<file path="src/mkps_pkg.sv">
// Package for the matrix keypad scanner with key ring store.
// Holds item kind codes, the result struct and the key character table.
// No dependencies.
package mkps_pkg;

  localparam int ROW_COUNT    = 4;
  localparam int COLUMN_COUNT = 4;
  localparam int ROW_W        = 2;
  localparam int COL_W        = 2;
  localparam int CODE_W       = 8;
  localparam int MATCH_W      = 8;

  localparam logic [MATCH_W-1:0] DEBOUNCE_RESET = 8'd3;
  localparam logic [COLUMN_COUNT-1:0] NO_KEY_COLS = 4'hF;

  typedef enum logic [1:0] {
    KIND_SCAN        = 2'd0,
    KIND_READ_OLDEST = 2'd1,
    KIND_READ_NEWEST = 2'd2,
    KIND_CLEAR       = 2'd3
  } kind_t;

  typedef struct packed {
    logic                    key_valid;
    logic [CODE_W-1:0]       key_code;
    logic                    dropped_oldest;
    logic [ROW_COUNT-1:0]    row_drive;
    logic                    from_store;
  } res_t;

  function automatic logic [CODE_W-1:0] key_char(input logic [ROW_W-1:0] row,
                                                 input logic [COL_W-1:0] col);
    logic [CODE_W-1:0] ch;
    case ({row, col})
      4'h0: ch = "1";
      4'h1: ch = "2";
      4'h2: ch = "3";
      4'h3: ch = "A";
      4'h4: ch = "4";
      4'h5: ch = "5";
      4'h6: ch = "6";
      4'h7: ch = "B";
      4'h8: ch = "7";
      4'h9: ch = "8";
      4'hA: ch = "9";
      4'hB: ch = "C";
      4'hC: ch = "*";
      4'hD: ch = "0";
      4'hE: ch = "#";
      default: ch = "D";
    endcase
    return ch;
  endfunction

endpackage

</file>
<file path="src/mkps_if.sv">
// Valid/ready channel interfaces for keypad scanner items and results.
// Depends on nothing; widths follow the package constants by value.
interface mkps_item_if;
  logic       valid;
  logic       ready;
  logic [1:0] kind;
  logic [3:0] column_sense;

  modport source (output valid, output kind, output column_sense, input ready);
  modport sink   (input valid, input kind, input column_sense, output ready);
endinterface

interface mkps_result_if #(
  parameter int COUNT_W = 5
);
  logic               valid;
  logic               ready;
  logic               key_valid;
  logic [7:0]         key_code;
  logic               dropped_oldest;
  logic [COUNT_W-1:0] key_count;
  logic [3:0]         row_drive;

  modport source (output valid, output key_valid, output key_code, output dropped_oldest,
                  output key_count, output row_drive, input ready);
  modport sink   (input valid, input key_valid, input key_code, input dropped_oldest,
                  input key_count, input row_drive, output ready);
endinterface

</file>
<file path="src/mkps_ctrl.sv">
// Scan, debounce and ring pointer control for the keypad scanner.
// Issues key store reads/writes; uses mkps_pkg.
module mkps_ctrl #(
  parameter int STORE_DEPTH = 16,
  parameter int PTR_W       = 4,
  parameter int COUNT_W     = 5
) (
  input  logic                  clk,
  input  logic                  rst,
  input  logic                  cfg_we,
  input  logic [7:0]            cfg_wdata,
  input  logic                  accept,
  input  logic [1:0]            kind,
  input  logic [3:0]            column_sense,
  output mkps_pkg::res_t        res,
  output logic [COUNT_W-1:0]    count_out,
  output logic                  mem_we,
  output logic [PTR_W-1:0]      mem_waddr,
  output logic [7:0]            mem_wdata,
  output logic                  mem_re,
  output logic [PTR_W-1:0]      mem_raddr
);
  import mkps_pkg::*;

  localparam int SUM_W = COUNT_W + 1;
  localparam logic [SUM_W-1:0]   DEPTH_S = SUM_W'(STORE_DEPTH);
  localparam logic [COUNT_W-1:0] DEPTH_C = COUNT_W'(STORE_DEPTH);
  localparam logic [PTR_W-1:0]   LAST_P  = PTR_W'(STORE_DEPTH - 1);

  logic [MATCH_W-1:0]      debounce_matches;
  logic [ROW_W-1:0]        active_row, active_row_next;
  logic [COLUMN_COUNT-1:0] previous_columns, previous_columns_next;
  logic [MATCH_W-1:0]      match_counter, match_counter_next;
  logic [PTR_W-1:0]        read_pointer, read_pointer_next;
  logic [COUNT_W-1:0]      stored_count, stored_count_next;

  logic [SUM_W-1:0]   sum_tail;
  logic [SUM_W-1:0]   sum_newest;
  logic [PTR_W-1:0]   ptr_inc;
  logic [MATCH_W-1:0] match_inc;
  logic [COL_W-1:0]   low_col;
  logic [CODE_W-1:0]  scan_char;

  function automatic logic [PTR_W-1:0] wrap_sum(input logic [SUM_W-1:0] s);
    logic [SUM_W-1:0] r;
    r = (s >= DEPTH_S) ? (s - DEPTH_S) : s;
    return PTR_W'(r);
  endfunction

  assign sum_tail   = SUM_W'(read_pointer) + SUM_W'(stored_count);
  assign sum_newest = sum_tail - SUM_W'(1);
  assign ptr_inc    = (read_pointer == LAST_P) ? '0 : read_pointer + PTR_W'(1);
  assign match_inc  = match_counter + MATCH_W'(1);

  always_comb begin
    if (!column_sense[0]) begin
      low_col = 2'd0;
    end else if (!column_sense[1]) begin
      low_col = 2'd1;
    end else if (!column_sense[2]) begin
      low_col = 2'd2;
    end else begin
      low_col = 2'd3;
    end
  end

  assign scan_char = key_char(active_row, low_col);

  always_comb begin
    active_row_next       = active_row;
    previous_columns_next = previous_columns;
    match_counter_next    = match_counter;
    read_pointer_next     = read_pointer;
    stored_count_next     = stored_count;
    res.key_valid         = 1'b0;
    res.key_code          = '0;
    res.dropped_oldest    = 1'b0;
    res.from_store        = 1'b0;
    mem_we                = 1'b0;
    mem_waddr             = wrap_sum(sum_tail);
    mem_wdata             = scan_char;
    mem_re                = 1'b0;
    mem_raddr             = read_pointer;
    case (kind_t'(kind))
      KIND_SCAN: begin
        if (column_sense == NO_KEY_COLS) begin
          active_row_next       = active_row + ROW_W'(1);
          previous_columns_next = NO_KEY_COLS;
          match_counter_next    = '0;
        end else if (column_sense != previous_columns) begin
          previous_columns_next = column_sense;
          match_counter_next    = '0;
        end else if (match_counter < debounce_matches) begin
          match_counter_next = match_inc;
          if (match_inc == debounce_matches) begin
            res.key_valid = 1'b1;
            res.key_code  = scan_char;
            mem_we        = accept;
            if (stored_count < DEPTH_C) begin
              stored_count_next = stored_count + COUNT_W'(1);
            end else begin
              mem_waddr          = read_pointer;
              read_pointer_next  = ptr_inc;
              res.dropped_oldest = 1'b1;
            end
          end
        end
      end
      KIND_READ_OLDEST: begin
        if (stored_count != '0) begin
          res.key_valid     = 1'b1;
          res.from_store    = 1'b1;
          mem_re            = accept;
          read_pointer_next = ptr_inc;
          stored_count_next = stored_count - COUNT_W'(1);
        end
      end
      KIND_READ_NEWEST: begin
        if (stored_count != '0) begin
          res.key_valid     = 1'b1;
          res.from_store    = 1'b1;
          mem_re            = accept;
          mem_raddr         = wrap_sum(sum_newest);
          stored_count_next = '0;
        end
      end
      default: begin
        stored_count_next = '0;
      end
    endcase
  end

  assign res.row_drive = ~(ROW_COUNT'(1) << active_row_next);
  assign count_out     = stored_count_next;

  always_ff @(posedge clk) begin
    if (rst) begin
      debounce_matches <= DEBOUNCE_RESET;
    end else if (cfg_we) begin
      debounce_matches <= cfg_wdata;
    end
  end

  always_ff @(posedge clk) begin
    if (rst) begin
      active_row       <= '0;
      previous_columns <= '0;
      match_counter    <= '0;
      read_pointer     <= '0;
      stored_count     <= '0;
    end else if (accept) begin
      active_row       <= active_row_next;
      previous_columns <= previous_columns_next;
      match_counter    <= match_counter_next;
      read_pointer     <= read_pointer_next;
      stored_count     <= stored_count_next;
    end
  end

endmodule

</file>
<file path="src/mkps_store.sv">
// Key ring store: one write port, one read port, registered read data.
// No package dependencies.
module mkps_store #(
  parameter int STORE_DEPTH = 16,
  parameter int PTR_W       = 4
) (
  input  logic             clk,
  input  logic             we,
  input  logic [PTR_W-1:0] waddr,
  input  logic [7:0]       wdata,
  input  logic             re,
  input  logic [PTR_W-1:0] raddr,
  output logic [7:0]       rdata
);

  logic [7:0] mem [STORE_DEPTH];

  always_ff @(posedge clk) begin
    if (we) begin
      mem[waddr] <= wdata;
    end
  end

  always_ff @(posedge clk) begin
    if (re) begin
      rdata <= mem[raddr];
    end
  end

endmodule

</file>
<file path="src/mkps_outq.sv">
// Result pipeline: store-read stage then output register.
// Merges store read data into the result; uses mkps_pkg and mkps_result_if.
module mkps_outq #(
  parameter int COUNT_W = 5
) (
  input  logic                 clk,
  input  logic                 rst,
  input  logic                 accept,
  output logic                 item_ready,
  input  mkps_pkg::res_t       res,
  input  logic [COUNT_W-1:0]   count_in,
  input  logic [7:0]           rdata,
  mkps_result_if.source        result
);
  import mkps_pkg::*;

  logic               s1_valid;
  res_t               s1_res;
  logic [COUNT_W-1:0] s1_count;
  logic               s1_adv;

  assign s1_adv     = s1_valid && (!result.valid || result.ready);
  assign item_ready = !s1_valid || s1_adv;

  always_ff @(posedge clk) begin
    if (rst) begin
      s1_valid <= 1'b0;
    end else if (accept) begin
      s1_valid <= 1'b1;
    end else if (s1_adv) begin
      s1_valid <= 1'b0;
    end
  end

  always_ff @(posedge clk) begin
    if (accept) begin
      s1_res   <= res;
      s1_count <= count_in;
    end
  end

  always_ff @(posedge clk) begin
    if (rst) begin
      result.valid <= 1'b0;
    end else if (s1_adv) begin
      result.valid <= 1'b1;
    end else if (result.ready) begin
      result.valid <= 1'b0;
    end
  end

  always_ff @(posedge clk) begin
    if (s1_adv) begin
      result.key_valid      <= s1_res.key_valid;
      result.key_code       <= s1_res.from_store ? rdata : s1_res.key_code;
      result.dropped_oldest <= s1_res.dropped_oldest;
      result.key_count      <= s1_count;
      result.row_drive      <= s1_res.row_drive;
    end
  end

endmodule

</file>
<file path="src/matrix_keypad_scanner_fifo_top.sv">
// Channel     Dir  Handshake      Payload
// item        in   valid/ready    kind, column_sense
// result      out  valid/ready    key_valid, key_code, dropped_oldest, key_count, row_drive
// cfg         in   cfg_we         cfg_wdata (debounce_matches)
//
// One transaction per cycle while the result is not stalled; each result is registered
// first alongside the key store's registered read data, then in the output register.
// Synchronous reset clears control state; store contents are not cleared.
// A stalled result holds the pipeline; item ready drops once both stages are full.
// Top level of the keypad scanner; depends on mkps_pkg, mkps_if, mkps_ctrl,
// mkps_store and mkps_outq.
module matrix_keypad_scanner_fifo_top #(
  parameter int STORE_DEPTH = 16
) (
  input  logic          clk,
  input  logic          rst,
  input  logic          cfg_we,
  input  logic [7:0]    cfg_wdata,
  mkps_item_if.sink     item,
  mkps_result_if.source result
);
  import mkps_pkg::*;

  localparam int PTR_W   = (STORE_DEPTH > 1) ? $clog2(STORE_DEPTH) : 1;
  localparam int COUNT_W = $clog2(STORE_DEPTH + 1);

  logic               accept;
  res_t               res;
  logic [COUNT_W-1:0] count;
  logic               mem_we;
  logic [PTR_W-1:0]   mem_waddr;
  logic [7:0]         mem_wdata;
  logic               mem_re;
  logic [PTR_W-1:0]   mem_raddr;
  logic [7:0]         mem_rdata;

  assign accept = item.valid && item.ready;

  mkps_ctrl #(
    .STORE_DEPTH (STORE_DEPTH),
    .PTR_W       (PTR_W),
    .COUNT_W     (COUNT_W)
  ) u_ctrl (
    .clk          (clk),
    .rst          (rst),
    .cfg_we       (cfg_we),
    .cfg_wdata    (cfg_wdata),
    .accept       (accept),
    .kind         (item.kind),
    .column_sense (item.column_sense),
    .res          (res),
    .count_out    (count),
    .mem_we       (mem_we),
    .mem_waddr    (mem_waddr),
    .mem_wdata    (mem_wdata),
    .mem_re       (mem_re),
    .mem_raddr    (mem_raddr)
  );

  mkps_store #(
    .STORE_DEPTH (STORE_DEPTH),
    .PTR_W       (PTR_W)
  ) u_store (
    .clk   (clk),
    .we    (mem_we),
    .waddr (mem_waddr),
    .wdata (mem_wdata),
    .re    (mem_re),
    .raddr (mem_raddr),
    .rdata (mem_rdata)
  );

  mkps_outq #(
    .COUNT_W (COUNT_W)
  ) u_outq (
    .clk        (clk),
    .rst        (rst),
    .accept     (accept),
    .item_ready (item.ready),
    .res        (res),
    .count_in   (count),
    .rdata      (mem_rdata),
    .result     (result)
  );

endmodule

</file>
<file path="src/flat_wrapper.sv">
// flat-port wrapper written by rule: the top's interface ports become plain ports
module matrix_keypad_scanner_fifo_top_flat import mkps_pkg::*;
#(
  parameter int STORE_DEPTH = 16
)
  (clk, rst, cfg_we, cfg_wdata, item_valid, item_kind, item_column_sense, item_ready, result_valid, result_key_valid, result_key_code, result_dropped_oldest, result_key_count, result_row_drive, result_ready);
  mkps_item_if item_i ();
  mkps_result_if result_i ();
  input  logic clk;
  input  logic rst;
  input  logic cfg_we;
  input  logic [7:0] cfg_wdata;
  input wire logic [$bits(item_i.valid)-1:0] item_valid;
  input wire logic [$bits(item_i.kind)-1:0] item_kind;
  input wire logic [$bits(item_i.column_sense)-1:0] item_column_sense;
  output wire logic [$bits(item_i.ready)-1:0] item_ready;
  output wire logic [$bits(result_i.valid)-1:0] result_valid;
  output wire logic [$bits(result_i.key_valid)-1:0] result_key_valid;
  output wire logic [$bits(result_i.key_code)-1:0] result_key_code;
  output wire logic [$bits(result_i.dropped_oldest)-1:0] result_dropped_oldest;
  output wire logic [$bits(result_i.key_count)-1:0] result_key_count;
  output wire logic [$bits(result_i.row_drive)-1:0] result_row_drive;
  input wire logic [$bits(result_i.ready)-1:0] result_ready;
  assign item_i.valid = item_valid;
  assign item_i.kind = item_kind;
  assign item_i.column_sense = item_column_sense;
  assign item_ready = item_i.ready;
  assign result_valid = result_i.valid;
  assign result_key_valid = result_i.key_valid;
  assign result_key_code = result_i.key_code;
  assign result_dropped_oldest = result_i.dropped_oldest;
  assign result_key_count = result_i.key_count;
  assign result_row_drive = result_i.row_drive;
  assign result_i.ready = result_ready;
  matrix_keypad_scanner_fifo_top #(.STORE_DEPTH(STORE_DEPTH)) u_core (.clk(clk), .rst(rst), .cfg_we(cfg_we), .cfg_wdata(cfg_wdata), .item(item_i), .result(result_i));
endmodule
</file>
<file path="config.mk">
export PLATFORM = sky130hd
export DESIGN_NAME = matrix_keypad_scanner_fifo_top_flat
export DESIGN_NICKNAME = d
export VERILOG_FILES = /design/src/mkps_pkg.sv /design/src/mkps_if.sv /design/src/mkps_ctrl.sv /design/src/mkps_store.sv /design/src/mkps_outq.sv /design/src/matrix_keypad_scanner_fifo_top.sv /design/src/flat_wrapper.sv
export SDC_FILE = /design/constraint.sdc
export NUM_CORES = 1
export LEC_CHECK = 0
export CORE_AREA = 5 5 135 137
export CTS_BUF_LIST = sky130_fd_sc_hd__clkbuf_4 sky130_fd_sc_hd__clkbuf_8
export DETAILED_ROUTE_END_ITERATION = 16
export DIE_AREA = 0 0 140 142
export DONT_BUFFER_PORTS = 1
export PLACE_DENSITY = 0.72
export SYNTH_ARGS = -nofsm -noshare
export SYNTH_HDL_FRONTEND = slang
export SYNTH_HIERARCHICAL = 1
export SYNTH_SLANG_ARGS = --single-unit
</file>
<file path="constraint.sdc">
create_clock -name clk -period 5.27 [get_ports clk]
set_input_delay 1.054 -clock clk [delete_from_list [all_inputs] [get_ports clk]]
set_output_delay 1.054 -clock clk [all_outputs]
set_load 0.05 [all_outputs]
</file>
==> results.toml <==
[run_status]
status = "complete, no violations"

[sta]
period_needed_ns = 4.05
fin_crit_sh_pct = 76.8
fmax_ghz = 0.247
final_hold_viol_count = 0
rsz0062_at_grt = "no"
whs_ns = 0.417
finClkSkew_ns = 0.0213
worst_pin_slew_ns = 0.806
setup_tns_ns = 0
setup_viol = 0
drv_slew = 0
slew_headroom_pct = 46.1

[power]
p_int_mw = 2.61
p_sw_uw = 705
pwr-share-comb_pct = 3.7
power.share.sequential_pct = 55.3
p_total_mw = 3.31
leakage_nw = 3.65
power.density_nw_per_um2 = 320
vdd_drop_max_uv = 200
swShare_pct = 21.3
power_frac_clock_pct = 41.0

[setup_path]
reg2reg_from = "u_core/u_ctrl/match_counter[1]"
crit_family = "simple AND/OR/NAND/NOR gates"
cp_num_buf_inv = 1
ff2ff_setup_slack_ns = 1.22
cpMostUsedCell = "nor2_1"
path_cells = "ha_1 -> xor2_1 -> nor2_1 -> o2111ai_1 -> nor4_4 -> and2_1 -> buf_4 -> nand3_4 -> mux2_4 -> or3b_2 -> nor2_1"
cpPeakStageDelay_ns = 0.58
r2r_cells = 11
worstPathRequired_ns = 5.40
slowest_stage = "nor2_1"
cp-start-kind = "register"
criticalPathCategory = "reg -> reg"
regToRegEndpoint = "u_core/u_store/mem[2][0]"
critPathMaxFanout = 16
cp.arrival_ns = 4.17
end_kind = "register"

[die]
core-area_um2 = 16900
num_io_pins = 40
die-area_um2 = 19900
die_w_um = 140
rows = 48
die_h_um = 142
start_util_pct = 55.8

[clock_tree]
cts.clk_slew.worst_paths_ns = 0.06
post_cts_resized = 0
root_buffer = "clkbuf_8"
h-tree-depth = 2
cts.sinks = 208
cts_setup_buffers = 0
clk_path_buf_depth = 3
cts_tree = "built"
postCtsHoldBufs = 0
insertion_delay_ns = 0.51
numCtsBuffers = 35

[detailed_routing]
drtIter0Drc = 516
dr.pass1.iters = 5
vias = 5543
ant_nets = 0
wl_mm = 19.4
wl_per_cell_um = 20.8
via_per_inst = 5.95
route.detailed.drc = 0

[cells_and_area]
fill_cells = 1287
fin_util_pct = 61.1
seq_area_um2 = 5920
diodes = 0
syn2layout_area_growth_pct = 9.38
multi_input_area_um2 = 3250
nets = 726
drive_gt1_share_pct = 16.0
stdcell_count = 931

[min_path]
hold_class = "reg -> reg"
min_to = "u_core/u_outq/result.key_valid"
hold_depth = 0
hp-start = "u_core/u_outq/s1_res[14]"

[global_routing]
grt_overflow_total = 0
grt_usage_pct = 19.7
grt_pass1_vias = 5586
antenna_found_initial = 0
grt_max_degree = 35
grt_pass1_wl_mm = 30.7

[placement]
port_buffers = 0
hpwl_mm = 12.9
place.gp.congestion = 0.833
post-place-cells = 868

[synthesis]
synth.cell_area_um2 = 9460
ys.flop_type = "edfxtp_1"
syn_inst = 658
synth_area_leaders = "edfxtp_1 (56%), dfxtp_1 (7.0%), mux4_2 (4.3%), mux4_1 (3.9%), ha_1 (3.4%)"
synth_seq_area_share_pct = 62.6
synth_top_area_cell = "edfxtp_1"
synth_async_sr_flop_share_pct = 0
synth_cell_types = 63
post-synth-top-count-cell = "edfxtp_1"
synth-seq-cells = 208
synth_top_area_share_pct = 55.6
synth_edf_count = 175
avgSynthCellArea_um2 = 14.4
synth_commonest_cells = "edfxtp_1 (175), nand2_1 (39), nor2_1 (38)"
ys_warn_count = 6

[run]
cap_violations = 0
[per-stage QoR]
stage               setup slack, ns  area, µm²
finish                         1.22      10300
global route                  0.842      10300
CTS                            1.23      10300
detailed placement            0.841       9670
global placement              0.986       9670
floorplan                     0.610       9460
[power by group through the flow]
stage / sequential [mW] / clock (mW) / combinational [mW]
floorplan: 1.86 / 0 / 0.0970
global placement: 1.86 / 0 / 0.117
detailed placement: 1.87 / 0 / 0.121
CTS: 1.83 / 1.39 / 0.121
global route: 1.83 / 1.48 / 0.134
finish: 1.83 / 1.36 / 0.121
[flip-flops by register name (all words and copies together), names as in the netlist]
signal                               count
u_core/u_ctrl/match_counter              8
u_core/u_ctrl/stored_count               5
u_core/u_outq/result.key_count           5
u_core/u_ctrl/previous_columns           4
u_core/u_outq/result.key_valid           1
u_core/u_outq/result.row_drive           4
u_core/u_outq/s1_res                    15
u_core/u_store/mem                     128
u_core/u_ctrl/debounce_matches           8
u_core/u_outq/s1_valid                   1
u_core/u_outq/result.valid               1
u_core/u_store/rdata                     8
u_core/u_outq/s1_count                   5
u_core/u_ctrl/read_pointer               4
u_core/u_outq/result.dropped_oldest      1
u_core/u_outq/result.key_code            8
u_core/u_ctrl/active_row                 2
[worst max-delay path by stage]
stage | cells past startpoint | endpoint | startpoint
after floorplan | 8 | u_core/u_store/mem[0][0] | result_ready
after global placement | 11 | u_core/u_store/mem[1][3] | item_column_sense[1]
after detailed placement | 11 | u_core/u_store/mem[1][3] | item_column_sense[1]
after CTS | 11 | u_core/u_store/mem[2][6] | u_core/u_ctrl/match_counter[1]
after global routing | 11 | u_core/u_store/mem[2][0] | u_core/u_ctrl/match_counter[1]
final | 11 | u_core/u_store/mem[2][0] | u_core/u_ctrl/match_counter[1]
[placed cells by master (no fill, tap or decap), types with 3 or more instances in the layout]
master / netlist / final
mux4_1: 14 / 14
a21oi_1: 32 / 32
ha_1: 26 / 26
edfxtp_1: 175 / 175
clkbuf_4: 0 / 16
o21ai_0: 20 / 18
nand2_1: 39 / 39
a22oi_1: 17 / 17
nor3_1: 10 / 10
clkinv_1: 1 / 7
inv_1: 28 / 28
dfxtp_1: 33 / 33
xor2_1: 13 / 13
nor4_1: 4 / 4
clkinv_2: 0 / 4
a211oi_1: 6 / 6
a21o_1: 3 / 3
nand3b_1: 7 / 7
nor2_1: 38 / 38
nand2b_1: 10 / 10
o211ai_1: 5 / 5
nand3_1: 23 / 23
xnor2_1: 10 / 10
or3_1: 6 / 6
mux2_4: 11 / 11
nor2b_1: 6 / 6
mux4_2: 18 / 18
buf_4: 3 / 15
and2_1: 9 / 9
mux2i_1: 13 / 13
and3_1: 14 / 14
clkbuf_8: 0 / 37
[final cells by class]
class                           instances  area share (%)
Tap cell                              225            2.72
Clock buffer                           53            6.09
Timing Repair Buffer                   15            1.09
Inverter                               30            1.09
Clock inverter                         10           0.411
Multi-Input combinational cell        390            31.4
Sequential cell                       208            57.2
[cell families (layout without fill, tap and decap cells)]
logic type / count (synthesis) / in the layout / share of synthesized area [%]
flip-flops: 208 / 208 / 62.6
buffers and inverters: 61 / 108 / 3.28
XOR/XNOR: 23 / 23 / 2.13
adder cells (fa/ha/maj): 27 / 27 / 3.65
AND/OR/NAND/NOR: 179 / 179 / 9.95
multiplexers: 57 / 57 / 11.4
other: 1 / 2 / 0.0397
AO/OA/AOI/OAI: 102 / 102 / 6.96
[per-layer routing]
layer,vias up,wire [µm],share of wire [%],track usage (%)
li1,2564,-,-,-
met1,2768,8510,44,27.3
met2,188,9390,48,32.3
met3,23,1200,6.2,4.17
met4,0,284,1.5,5.35
met5,-,0,0,0
Power figures use the tool's default switching activity.
